$ cat src/rtl/bcdasc_pkg.sv
package bcdasc_pkg;

  localparam int DIGIT_W    = 4;
  localparam int WORD_W     = 32;
  localparam int GRP_DIGITS = 4;
  localparam int BYTE_DIGITS = 3;

  localparam logic [1:0] REQ_ADD  = 2'd0;
  localparam logic [1:0] REQ_SUB  = 2'd1;
  localparam logic [1:0] REQ_CMP  = 2'd2;
  localparam logic [1:0] REQ_CONV = 2'd3;

  // Carry and compare summary of one group of four digits.
  typedef struct packed {
    logic [GRP_DIGITS-1:0] c_loc;  // carry into each digit with no carry into the group
    logic [GRP_DIGITS-1:0] pp;     // every lower digit in the group propagates
    logic                  gen;
    logic                  prop;
    logic                  lt;
    logic                  eq;
  } grp_t;

  function automatic logic [DIGIT_W-1:0] clamp9(input logic [DIGIT_W-1:0] d);
    return (d > 4'd9) ? 4'd9 : d;
  endfunction

  // Shift-and-add-3 conversion of one byte into three BCD digits.
  function automatic logic [BYTE_DIGITS*DIGIT_W-1:0] bin_to_bcd3(input logic [7:0] v);
    logic [BYTE_DIGITS*DIGIT_W+7:0] sh;
    sh = {{(BYTE_DIGITS*DIGIT_W){1'b0}}, v};
    for (int i = 0; i < 8; i++) begin
      for (int d = 0; d < BYTE_DIGITS; d++) begin
        if (sh[8+DIGIT_W*d +: DIGIT_W] >= 4'd5) begin
          sh[8+DIGIT_W*d +: DIGIT_W] = sh[8+DIGIT_W*d +: DIGIT_W] + 4'd3;
        end
      end
      sh = sh << 1;
    end
    return sh[BYTE_DIGITS*DIGIT_W+7:8];
  endfunction

endpackage

$ cat src/rtl/bcdasc_group.sv
module bcdasc_group (
  input  logic [bcdasc_pkg::GRP_DIGITS-1:0] g,
  input  logic [bcdasc_pkg::GRP_DIGITS-1:0] p,
  input  logic [bcdasc_pkg::GRP_DIGITS-1:0] lt,
  input  logic [bcdasc_pkg::GRP_DIGITS-1:0] eq,
  output bcdasc_pkg::grp_t                  grp
);
  import bcdasc_pkg::*;

  logic c;
  logic pr;

  always_comb begin
    grp = '0;
    c   = 1'b0;
    pr  = 1'b1;
    for (int k = 0; k < GRP_DIGITS; k++) begin
      grp.c_loc[k] = c;
      grp.pp[k]    = pr;
      c  = g[k] | (p[k] & c);
      pr = pr & p[k];
    end
    grp.gen  = c;
    grp.prop = pr;

    // The highest digit that differs decides the order.
    grp.eq = 1'b1;
    grp.lt = 1'b0;
    for (int k = GRP_DIGITS - 1; k >= 0; k--) begin
      if (grp.eq && !eq[k]) begin
        grp.lt = lt[k];
        grp.eq = 1'b0;
      end
    end
  end

endmodule

$ cat src/rtl/bcd_fixed_point_add_sub_compare_unit.sv
// Packed BCD fixed-point unit: add, subtract, compare, and byte-to-BCD convert.
// A number holds INT_DIGITS integer digits above FRAC_DIGITS fraction digits,
// four bits per digit, least significant fraction digit in the lowest nibble.
// A request is taken at a rising edge where start is high and busy is low.
// busy is high only while reset is applied and in the first cycle after it;
// otherwise a new request may be issued in every cycle.
// Each request gives one result after it passes the three register stages
// (digit prepare, group carry lookahead, final carry and digit correction):
// out_valid is high for exactly one cycle with the result fields beside it.
// The unit takes one request per cycle.
// Add and subtract wrap at the top digit and report carry or borrow on
// out_carry_out; compare reports out_a_less and out_a_equal with a zero
// number. The receiver cannot stall the unit, so nothing is ever held back.
// Reset empties the pipeline; requests in flight are dropped.
module bcd_fixed_point_add_sub_compare_unit #(
  parameter int INT_DIGITS  = 4,
  parameter int FRAC_DIGITS = 4
) (
  input  logic                      clk,
  input  logic                      rst_n,
  input  logic                      start,
  output logic                      busy,
  input  logic [1:0]                in_req_type,
  input  logic [bcdasc_pkg::WORD_W-1:0] in_operand_a,
  input  logic [bcdasc_pkg::WORD_W-1:0] in_operand_b,
  input  logic [7:0]                in_bin_int,
  input  logic [7:0]                in_bin_frac,
  output logic                      out_valid,
  output logic [bcdasc_pkg::WORD_W-1:0] out_result_bcd,
  output logic                      out_carry_out,
  output logic                      out_a_less,
  output logic                      out_a_equal
);
  import bcdasc_pkg::*;

  localparam int TD = INT_DIGITS + FRAC_DIGITS;
  localparam int NG = (TD + GRP_DIGITS - 1) / GRP_DIGITS;
  localparam int ND = NG * GRP_DIGITS;
  localparam int XW = ((ND > 8) ? ND : 8) * DIGIT_W;

  logic busy_r;
  logic accept;

  // Stage one: per-digit sums, generate and propagate, compare bits.
  logic                s1_valid_r;
  logic [1:0]          s1_op_r;
  logic [ND-1:0][4:0]  s1_sum_r, s1_sum_nxt;
  logic [ND-1:0]       s1_g_r, s1_g_nxt;
  logic [ND-1:0]       s1_p_r, s1_p_nxt;
  logic [ND-1:0]       s1_lt_r, s1_lt_nxt;
  logic [ND-1:0]       s1_eq_r, s1_eq_nxt;
  logic [WORD_W-1:0]   s1_conv_r, s1_conv_nxt;

  // Stage two: group lookahead.
  logic                s2_valid_r;
  logic [1:0]          s2_op_r;
  logic [ND-1:0][4:0]  s2_sum_r;
  logic [ND-1:0]       s2_g_r;
  logic [ND-1:0]       s2_p_r;
  logic [WORD_W-1:0]   s2_conv_r;
  grp_t                s2_grp_r [NG];
  grp_t                grp_w [NG];

  // Stage three: output registers.
  logic                out_valid_r;
  logic [WORD_W-1:0]   out_result_r, out_result_nxt;
  logic                out_carry_r, out_carry_nxt;
  logic                out_less_r, out_less_nxt;
  logic                out_equal_r, out_equal_nxt;

  logic [XW-1:0]       a_ext, b_ext;
  logic [XW-1:0]       conv_ext, res_ext;
  logic [BYTE_DIGITS*DIGIT_W-1:0] bf_bcd, bi_bcd;
  logic [DIGIT_W-1:0]  x, y, xr, yr;
  logic [NG-1:0]       gc;
  logic [ND-1:0]       cin;
  logic [4:0]          t;
  logic [ND*DIGIT_W-1:0] dig;
  logic                c_less, c_equal;

  assign accept = start & ~busy_r;
  assign busy   = busy_r;

  assign a_ext  = XW'(in_operand_a);
  assign b_ext  = XW'(in_operand_b);
  assign bf_bcd = bin_to_bcd3(in_bin_frac);
  assign bi_bcd = bin_to_bcd3(in_bin_int);

  always_comb begin
    s1_sum_nxt = '0;
    s1_g_nxt   = '0;
    s1_p_nxt   = '0;
    s1_lt_nxt  = '0;
    s1_eq_nxt  = '1;
    conv_ext   = '0;
    x  = '0;
    y  = '0;
    xr = '0;
    yr = '0;
    for (int k = 0; k < ND; k++) begin
      if (k < TD) begin
        xr = a_ext[DIGIT_W*k +: DIGIT_W];
        yr = b_ext[DIGIT_W*k +: DIGIT_W];
      end else begin
        xr = '0;
        yr = '0;
      end
      x = clamp9(xr);
      y = clamp9(yr);
      s1_lt_nxt[k] = (xr < yr);
      s1_eq_nxt[k] = (xr == yr);
      if (in_req_type == REQ_SUB) begin
        s1_sum_nxt[k] = {1'b0, x} - {1'b0, y};
        s1_g_nxt[k]   = (x < y);
        s1_p_nxt[k]   = (x == y);
      end else begin
        s1_sum_nxt[k] = {1'b0, x} + {1'b0, y};
        s1_g_nxt[k]   = (s1_sum_nxt[k] >= 5'd10);
        s1_p_nxt[k]   = (s1_sum_nxt[k] == 5'd9);
      end
    end
    for (int k = 0; k < TD; k++) begin
      if (k < FRAC_DIGITS) begin
        if (k < BYTE_DIGITS) begin
          conv_ext[DIGIT_W*k +: DIGIT_W] = bf_bcd[DIGIT_W*k +: DIGIT_W];
        end
      end else if (k - FRAC_DIGITS < BYTE_DIGITS) begin
        conv_ext[DIGIT_W*k +: DIGIT_W] = bi_bcd[DIGIT_W*(k-FRAC_DIGITS) +: DIGIT_W];
      end
    end
    s1_conv_nxt = conv_ext[WORD_W-1:0];
  end

  always_ff @(posedge clk) begin
    if (!rst_n) begin
      busy_r     <= 1'b1;
      s1_valid_r <= 1'b0;
    end else begin
      busy_r     <= 1'b0;
      s1_valid_r <= accept;
    end
    s1_op_r   <= in_req_type;
    s1_sum_r  <= s1_sum_nxt;
    s1_g_r    <= s1_g_nxt;
    s1_p_r    <= s1_p_nxt;
    s1_lt_r   <= s1_lt_nxt;
    s1_eq_r   <= s1_eq_nxt;
    s1_conv_r <= s1_conv_nxt;
  end

  for (genvar j = 0; j < NG; j++) begin : g_grp
    bcdasc_group u_grp (
      .g   (s1_g_r[GRP_DIGITS*j +: GRP_DIGITS]),
      .p   (s1_p_r[GRP_DIGITS*j +: GRP_DIGITS]),
      .lt  (s1_lt_r[GRP_DIGITS*j +: GRP_DIGITS]),
      .eq  (s1_eq_r[GRP_DIGITS*j +: GRP_DIGITS]),
      .grp (grp_w[j])
    );
  end

  always_ff @(posedge clk) begin
    if (!rst_n) begin
      s2_valid_r <= 1'b0;
    end else begin
      s2_valid_r <= s1_valid_r;
    end
    s2_op_r   <= s1_op_r;
    s2_sum_r  <= s1_sum_r;
    s2_g_r    <= s1_g_r;
    s2_p_r    <= s1_p_r;
    s2_conv_r <= s1_conv_r;
    s2_grp_r  <= grp_w;
  end

  always_comb begin
    gc[0] = 1'b0;
    for (int j = 0; j + 1 < NG; j++) begin
      gc[j+1] = s2_grp_r[j].gen | (s2_grp_r[j].prop & gc[j]);
    end

    cin = '0;
    dig = '0;
    t   = '0;
    for (int k = 0; k < ND; k++) begin
      cin[k] = s2_grp_r[k / GRP_DIGITS].c_loc[k % GRP_DIGITS] |
               (s2_grp_r[k / GRP_DIGITS].pp[k % GRP_DIGITS] & gc[k / GRP_DIGITS]);
      if (s2_op_r == REQ_SUB) begin
        t = s2_sum_r[k] - {4'd0, cin[k]};
        // A negative digit difference borrows ten from the next digit.
        if (t[4]) begin
          t = t + 5'd10;
        end
      end else begin
        t = s2_sum_r[k] + {4'd0, cin[k]};
        if (t >= 5'd10) begin
          t = t - 5'd10;
        end
      end
      // Padding digits above the top digit stay zero even when a carry reaches them.
      if (k < TD) begin
        dig[DIGIT_W*k +: DIGIT_W] = t[DIGIT_W-1:0];
      end
    end
    res_ext = XW'(dig);

    c_less  = 1'b0;
    c_equal = 1'b1;
    for (int j = NG - 1; j >= 0; j--) begin
      if (c_equal && !s2_grp_r[j].eq) begin
        c_less  = s2_grp_r[j].lt;
        c_equal = 1'b0;
      end
    end

    out_result_nxt = '0;
    out_carry_nxt  = 1'b0;
    out_less_nxt   = 1'b0;
    out_equal_nxt  = 1'b0;
    case (s2_op_r)
      REQ_ADD, REQ_SUB: begin
        out_result_nxt = res_ext[WORD_W-1:0];
        out_carry_nxt  = s2_g_r[TD-1] | (s2_p_r[TD-1] & cin[TD-1]);
      end
      REQ_CMP: begin
        out_less_nxt  = c_less;
        out_equal_nxt = c_equal;
      end
      default: begin
        out_result_nxt = s2_conv_r;
      end
    endcase
  end

  always_ff @(posedge clk) begin
    if (!rst_n) begin
      out_valid_r <= 1'b0;
    end else begin
      out_valid_r <= s2_valid_r;
    end
    out_result_r <= out_result_nxt;
    out_carry_r  <= out_carry_nxt;
    out_less_r   <= out_less_nxt;
    out_equal_r  <= out_equal_nxt;
  end

  assign out_valid      = out_valid_r;
  assign out_result_bcd = out_result_r;
  assign out_carry_out  = out_carry_r;
  assign out_a_less     = out_less_r;
  assign out_a_equal    = out_equal_r;

endmodule

$ cat config.mk
export PLATFORM = sky130hd
export DESIGN_NAME = bcd_fixed_point_add_sub_compare_unit
export DESIGN_NICKNAME = d
export VERILOG_FILES = /design/src/rtl/bcdasc_pkg.sv /design/src/rtl/bcdasc_group.sv /design/src/rtl/bcd_fixed_point_add_sub_compare_unit.sv
export SDC_FILE = /design/constraint.sdc
export NUM_CORES = 1
export LEC_CHECK = 0
export BUFFER_PORTS_ARGS = -buffer_cell sky130_fd_sc_hd__buf_2
export CORE_MARGIN = 10
export CORE_UTILIZATION = 45
export DETAILED_ROUTE_END_ITERATION = 7
export PLACE_DENSITY_LB_ADDON = 0.25
export SKIP_CTS_REPAIR_TIMING = 1
export SLEW_MARGIN = 15
export SYNTH_ARGS = -nofsm -noshare
export SYNTH_HDL_FRONTEND = slang
export SYNTH_SLANG_ARGS = --single-unit
$ cat constraint.sdc
create_clock -name clk -period 10.3 [get_ports clk]
set_input_delay 1.03 -clock clk [delete_from_list [all_inputs] [get_ports clk]]
set_output_delay 1.03 -clock clk [all_outputs]
set_load 0.05 [all_outputs]
# After elaboration in Yosys (flattened, before gate mapping)

Cells that the tools add are included.

Bits in registers: 233
Bits of input ports: 85
Output and inout port bits: 37
Logic and storage cells: 388

$add $sub $neg: 82
Order comparisons: 84
Eq/ne operators: 27
Muxes and demuxes: 113
Bitwise operators: 23
Reductions and logical operators: 17

Operator list:

| kind                 | count |
|---|---|
| $mux 4               | 63 |
| $ge 4x3->1 const B   | 30 |
| $add 4x2->4 const B  | 22 |
| $ge 5x4->1 const B   | 16 |
| $eq 4x4->1           | 16 |
| $gt 4x4->1 const B   | 16 |
| $lt 4x4->1           | 16 |
| $pmux 32 s2          | 1 |
| $add 4x4->5          | 8 |
| $eq 5x4->1 const B   | 8 |
| $mux 5               | 8 |
| $sub 4x4->5          | 8 |
| $mux 3               | 13 |
| $add 5x1->5          | 7 |
| $sub 5x1->5          | 7 |
| $add 4x4->4 const B  | 8 |
| $sub 4x4->4 const B  | 8 |
| $add 3x2->3 const B  | 8 |
| $mux 1               | 20 |
| $mux 2               | 8 |
| $and 1x1->1          | 12 |
| $add 1x2->3 const AB | 3 |
| $add 1x2->3 const B  | 3 |
| $ge 1x3->1 const AB  | 3 |
| other kinds (9)      | 34 |

# Depth between registers and ports, before layout

Word-level depth: 14
Depth in mapped cells: 23
Gate-level depth less buffers: 23

# Modules after synthesis

A second synthesis with hierarchy kept.

Cell total of the unflattened synthesis: 1525
Area total of the unflattened synthesis: 13135.1 µm²

By module, submodules not included:

| module                               | instances | cells each | area each (µm²) | sequential area each (µm²) |
|---|---|---|---|---|
| bcd_fixed_point_add_sub_compare_unit | 1         | 1483       | 12849.8         | 4284.1 |
| bcdasc_group                         | 2         | 21         | 142.6           | 0.0 |

# Least setup slack after synthesis

No wires, ideal clock.

Path kind: input to register
From: input port in_bin_int[6]
To: register s1_conv_r[22]
Library setup time: 92 ps
Data arrival time: 4801 ps
Required time: 10208 ps
Setup slack: 5407 ps
Stages: 22
Path buffers: 0
Cells stage by stage: inv_1 -> ha_1 -> o21ai_0 -> xnor2_1 -> ha_1 -> o21ba_2 -> a22o_1 -> nor2_1 -> xnor2_1 -> ha_1 -> nor2b_1 -> nand2b_1 -> mux2i_1 -> inv_1 -> ha_1 -> inv_1 -> ha_1 -> a21oi_1 -> o21ai_0 -> and2_1 -> nor3b_1 -> o32ai_1

Word-level cells in the longest chain between the ends: 12
Elaborated cells between the ends (all ways): 30
Classes of those cells: 10 x add/sub; 10 x order compare; 10 x mux

Ends and longest elaborated chain:

| what                                             | line                                        | text |
|---|---|---|
| from (decl)                                      | bcd_fixed_point_add_sub_compare_unit.sv:26  | `input logic [7:0] in_bin_int,` |
| $add 4x2->4 / $ge 4x3->1 (equally long branches) | bcdasc_pkg.sv:34, bcdasc_pkg.sv:33          |  |
| $mux 4 *                                         | bcdasc_pkg.sv:33                            | `if (sh[8+DIGIT_W*d +: DIGIT_W] >= 4'd5) begin` |
| $add 4x2->4 / $ge 4x3->1 (equally long branches) | bcdasc_pkg.sv:34, bcdasc_pkg.sv:33          |  |
| $mux 4                                           | bcdasc_pkg.sv:33                            |  |
| $add 4x2->4 / $ge 4x3->1 (equally long branches) | bcdasc_pkg.sv:34, bcdasc_pkg.sv:33          |  |
| $mux 4                                           | bcdasc_pkg.sv:33                            |  |
| $add 4x2->4 / $ge 4x3->1 (equally long branches) | bcdasc_pkg.sv:34, bcdasc_pkg.sv:33          |  |
| $mux 4                                           | bcdasc_pkg.sv:33                            |  |
| $add 4x2->4 / $ge 4x3->1 (equally long branches) | bcdasc_pkg.sv:34, bcdasc_pkg.sv:33          |  |
| $mux 4                                           | bcdasc_pkg.sv:33                            |  |
| $add 4x2->4 / $ge 4x3->1 (equally long branches) | bcdasc_pkg.sv:34, bcdasc_pkg.sv:33          |  |
| $mux 4 *                                         | bcdasc_pkg.sv:33                            |  |
| named net bi_bcd[6]                              | bcd_fixed_point_add_sub_compare_unit.sv:73  | `logic [BYTE_DIGITS*DIGIT_W-1:0] bf_bcd, bi_bcd;` |
| to (signal assigned)                             | bcd_fixed_point_add_sub_compare_unit.sv:148 | `s1_conv_r <= s1_conv_nxt;` |
| to (decl)                                        | bcd_fixed_point_add_sub_compare_unit.sv:52  | `logic [WORD_W-1:0] s1_conv_r, s1_conv_nxt;` |

Mark *: on every way through the listed nets, which the timed path passes. The rest lies on a longest branch.
A chain may end at the register's enable or synchronous reset.

# Worst setup path in the final report

Ends and elaborated chain as after synthesis.

==> impl_results.md <==
- Most frequent CP cell: ha_1
- Synth unique cells: 71
- CP startpoint kind: input pin
- Layout Area Growth over Synthesis: 13.8%
- Unrepaired setup endpoints after global routing: false
- Layout cells sized above 1: 12.3%
- Clk_lat worst skew: approximately 0.50 ns
- Critical path type: in2reg
- Worst hold path depth: 0
- Most frequent cells in the layout: dfxtp_1 (210), inv_1 (160), ha_1 (158), buf_2 (121), o21ai_0 (100)
- Final min period: 5.10 ns
- # H-tree levels: 1
- DPL Wire Length: between 20 and 25 mm
- Post-Syn Area: roughly 13000 µm²
- Syn_nets: 1708
- Vias: 9748
- Fillers: approximately 2600
- Number of global-route vias before repair: 9468
- Cell Chain, Critical Path: buf_2 -> inv_1 -> ha_1 -> o21ai_0 -> xnor2_1 -> ha_1 -> o21ba_2 -> a22o_1 -> nor2_1 -> xnor2_1 -> ha_1 -> nor2b_1 -> nand2b_1 -> mux2i_1 -> inv_1 -> ha_1 -> inv_1 -> ha_1 -> a21oi_1 -> nand2_1 -> o21ai_0 -> and2_1 -> nor3b_1 -> o32ai_1
- Synthesis-stage register bit count: 210
- Reg2Reg Setup Slack: 7.78 ns
- CTS Buf Count: 23
- Crit path DAT: between 5 and 6 ns
- Reg clk slew, reported paths: 0.06 ns
- Post-route DRC: 0
- CP peak stage delay: 0.33 ns
- Count of final hold-check violations: 0
- Crit Path Max Fanout: 7
- Post-route ant nets: 0
- Clock root cell: clkbuf_16
- Die width: ~190 µm
- Die area: about 35000 µm²
- Most Crowded Layer GR: met2
- Max VDD drop: 110 µV
- Worst slew pin tran: 1.00 ns
- TritonCTS clock tree: built
- IO Pins: 122
- First-pass GRT wire length: 44.0 mm
- GRT overflow: 0
- Hold Path Origin: s1_sum_r[39]$_DFF_P_
- Setup slack after layout: a little over 5 ns
- FF-to-FF End: out_result_bcd[30]$_SDFF_PP0_
- Diodes inserted: 0
- Area of the core: around 27000 µm²
- Pleak: between 6 and 7 nW
- Largest net degree at the start of global routing: slightly below 50
- Async S/R FF share, synth: 0%
- Worst Hold Class: reg2reg
- Antenna violations before repair: 0
- 1st-iter DRT viols: 468
- Final number of setup-violating endpoints: 0
- Placer Congestion: 0.865
- Routing usage on met2: 22.6%
- CTS max path bufs: 3
- Slew HR: 33.2%
- Crit-path slowest cell: xnor2_1
- Cell Pwr Density: 205 nW/µm²
- Avg Cell Area, Syn: 8.63 µm²
- FMAX: approximately 0.2 GHz
- Commonest non-fill, non-tap cell in the layout: dfxtp_1
- Clock sink total: 210
- Synth warn: 0
- Synth Instances: roughly 1400
- Starting Density: a little under half
- Synth Flop Type: dfxtp_1
- Worst EP required: between 10 and 15 ns
- Setup tns final: 0 ns
- Register area share after synthesis: roughly 34%
- CP Capture Type: register
- Run status: finished, final reports clean
- Die extent in y: 187 µm
- Number of max-cap violations: 0
- Wire per inst: 13.4 µm
- Clock Skew: between 0.008 and 0.009 ns
- Hold EP: s2_sum_r[39]$_DFF_P_
- Reg2reg path depth: 10
- GR Util met3: 2.59%
- Net count, final: 1801
- FP Rows: 60
- Number of synthesized flops with an enable pin: 0
- Pre-Repair DR Iteration Count: 5
- Vias per cell: 5.05
- Final wirelength: between 20 and 30 mm
- Fin crit share: 49.6%
- Met1 Use GR: 20.1%
- IO buf count: between 100 and 150
- GRT Total Usage: between 10 and 15%
- Pre-CTS setup slack: 4.71 ns
- Number of max-slew violations in the final report: 0
- Reg2reg start: gc[1]$_DFF_P_
## through the flow
stage / area, µm² / utilization (%) / hold WS [ns] / std cells / total power, mW
after CTS: 14200 / 52.3 / 0.325 / 1931 / 2.95
final: 14200 / 52.3 / 0.323 / 1931 / 2.92
after global placement: 13400 / 49.3 / 0.311 / 1889 / 2.03
after global routing: 14200 / 52.3 / 0.327 / 1931 / 3.12
after detailed placement: 13400 / 49.3 / 0.312 / 1889 / 2.05
after floorplan: 12500 / - / 0.310 / 1449 / 1.82
## synth_stat cells, drive strengths merged, types with 29 or more instances
master	n	area, µm²
nor2	93	349
dfxtp	210	4200
nor2b	37	231
o21ai	101	505
a21o	32	241
nand2	99	374
inv	161	604
clkbuf	52	195
ha	158	1980
a21oi	93	469
nand3	29	145
xnor2	68	596
## per-layer routing
layer | vias up | share of wire, %
met5 | - | 0
met4 | 0 | 1.6
met2 | 163 | 43
li1 | 5119 | -
met3 | 28 | 3.9
met1 | 4438 | 52
## how the worst max path moves through the flow
stage	start	endpoint	slack, ns	cells past startpoint
CTS	in_bin_int[6]	s1_conv_r[22]$_DFF_P_	5.23	23
global placement	in_bin_int[6]	s1_conv_r[22]$_DFF_P_	4.88	23
finish	in_bin_int[6]	s1_conv_r[22]$_DFF_P_	5.20	24
detailed placement	in_bin_int[6]	s1_conv_r[22]$_DFF_P_	4.71	23
floorplan	in_bin_int[6]	s1_conv_r[22]$_DFF_P_	5.41	22
global route	in_bin_int[6]	s1_conv_r[22]$_DFF_P_	4.63	24
## sequential cells by signal, summed over array words and instances, names as in the netlist, 3 cells and up
name            flops
s1_lt_r             8
s1_p_r              7
out_result_bcd     32
s2_conv_r          20
s1_conv_r          20
s2_g_r              3
s2_sum_r           40
s2_grp_r            8
s1_sum_r           40
s1_eq_r             8
s1_g_r              8
## power breakdown
part	internal [mW]	switching [mW]	total, mW	leakage (nW)
logic	0.382	0.582	0.964	4.60
clock network	0.549	0.334	0.882	0.390
registers	0.988	0.0883	1.08	1.76
## logic make-up (layout without fill, tap and decap cells)
group,after synthesis,after routing,synth area share [%]
DFF,210,210,33.6
muxes,34,34,2.83
and+or+nand+nor,377,377,15.1
buffers and inverters,219,329,6.60
xor gates and xnor gates,96,96,6.72
AOI/OAI and AO/OA,339,339,16.8
adders and majority gates,174,174,18.4
## critical path: cells and delay by family
family	cells	cell delay [ns]
muxes	1	0.15
adders and majority gates	5	1.16
AOI/OAI and AO/OA	6	1.31
xor gates and xnor gates	2	0.53
buffers and inverters	4	0.40
and+or+nand+nor	6	0.95
## final cells by class
| cell class | instances | area [µm²] | share of cell area, % |
|---|---|---|---|
| clock inverters | 16 | 236 | 1.66 |
| inverters | 162 | 608 | 4.27 |
| well taps | 372 | 465 | 3.27 |
| multi-input cells | 1020 | 7480 | 52.6 |
| flip-flops and latches | 210 | 4200 | 29.6 |
| repair buffers | 125 | 636 | 4.47 |
| clock buffers | 26 | 597 | 4.20 |
No activity file was read; power rests on OpenSTA's default activity.
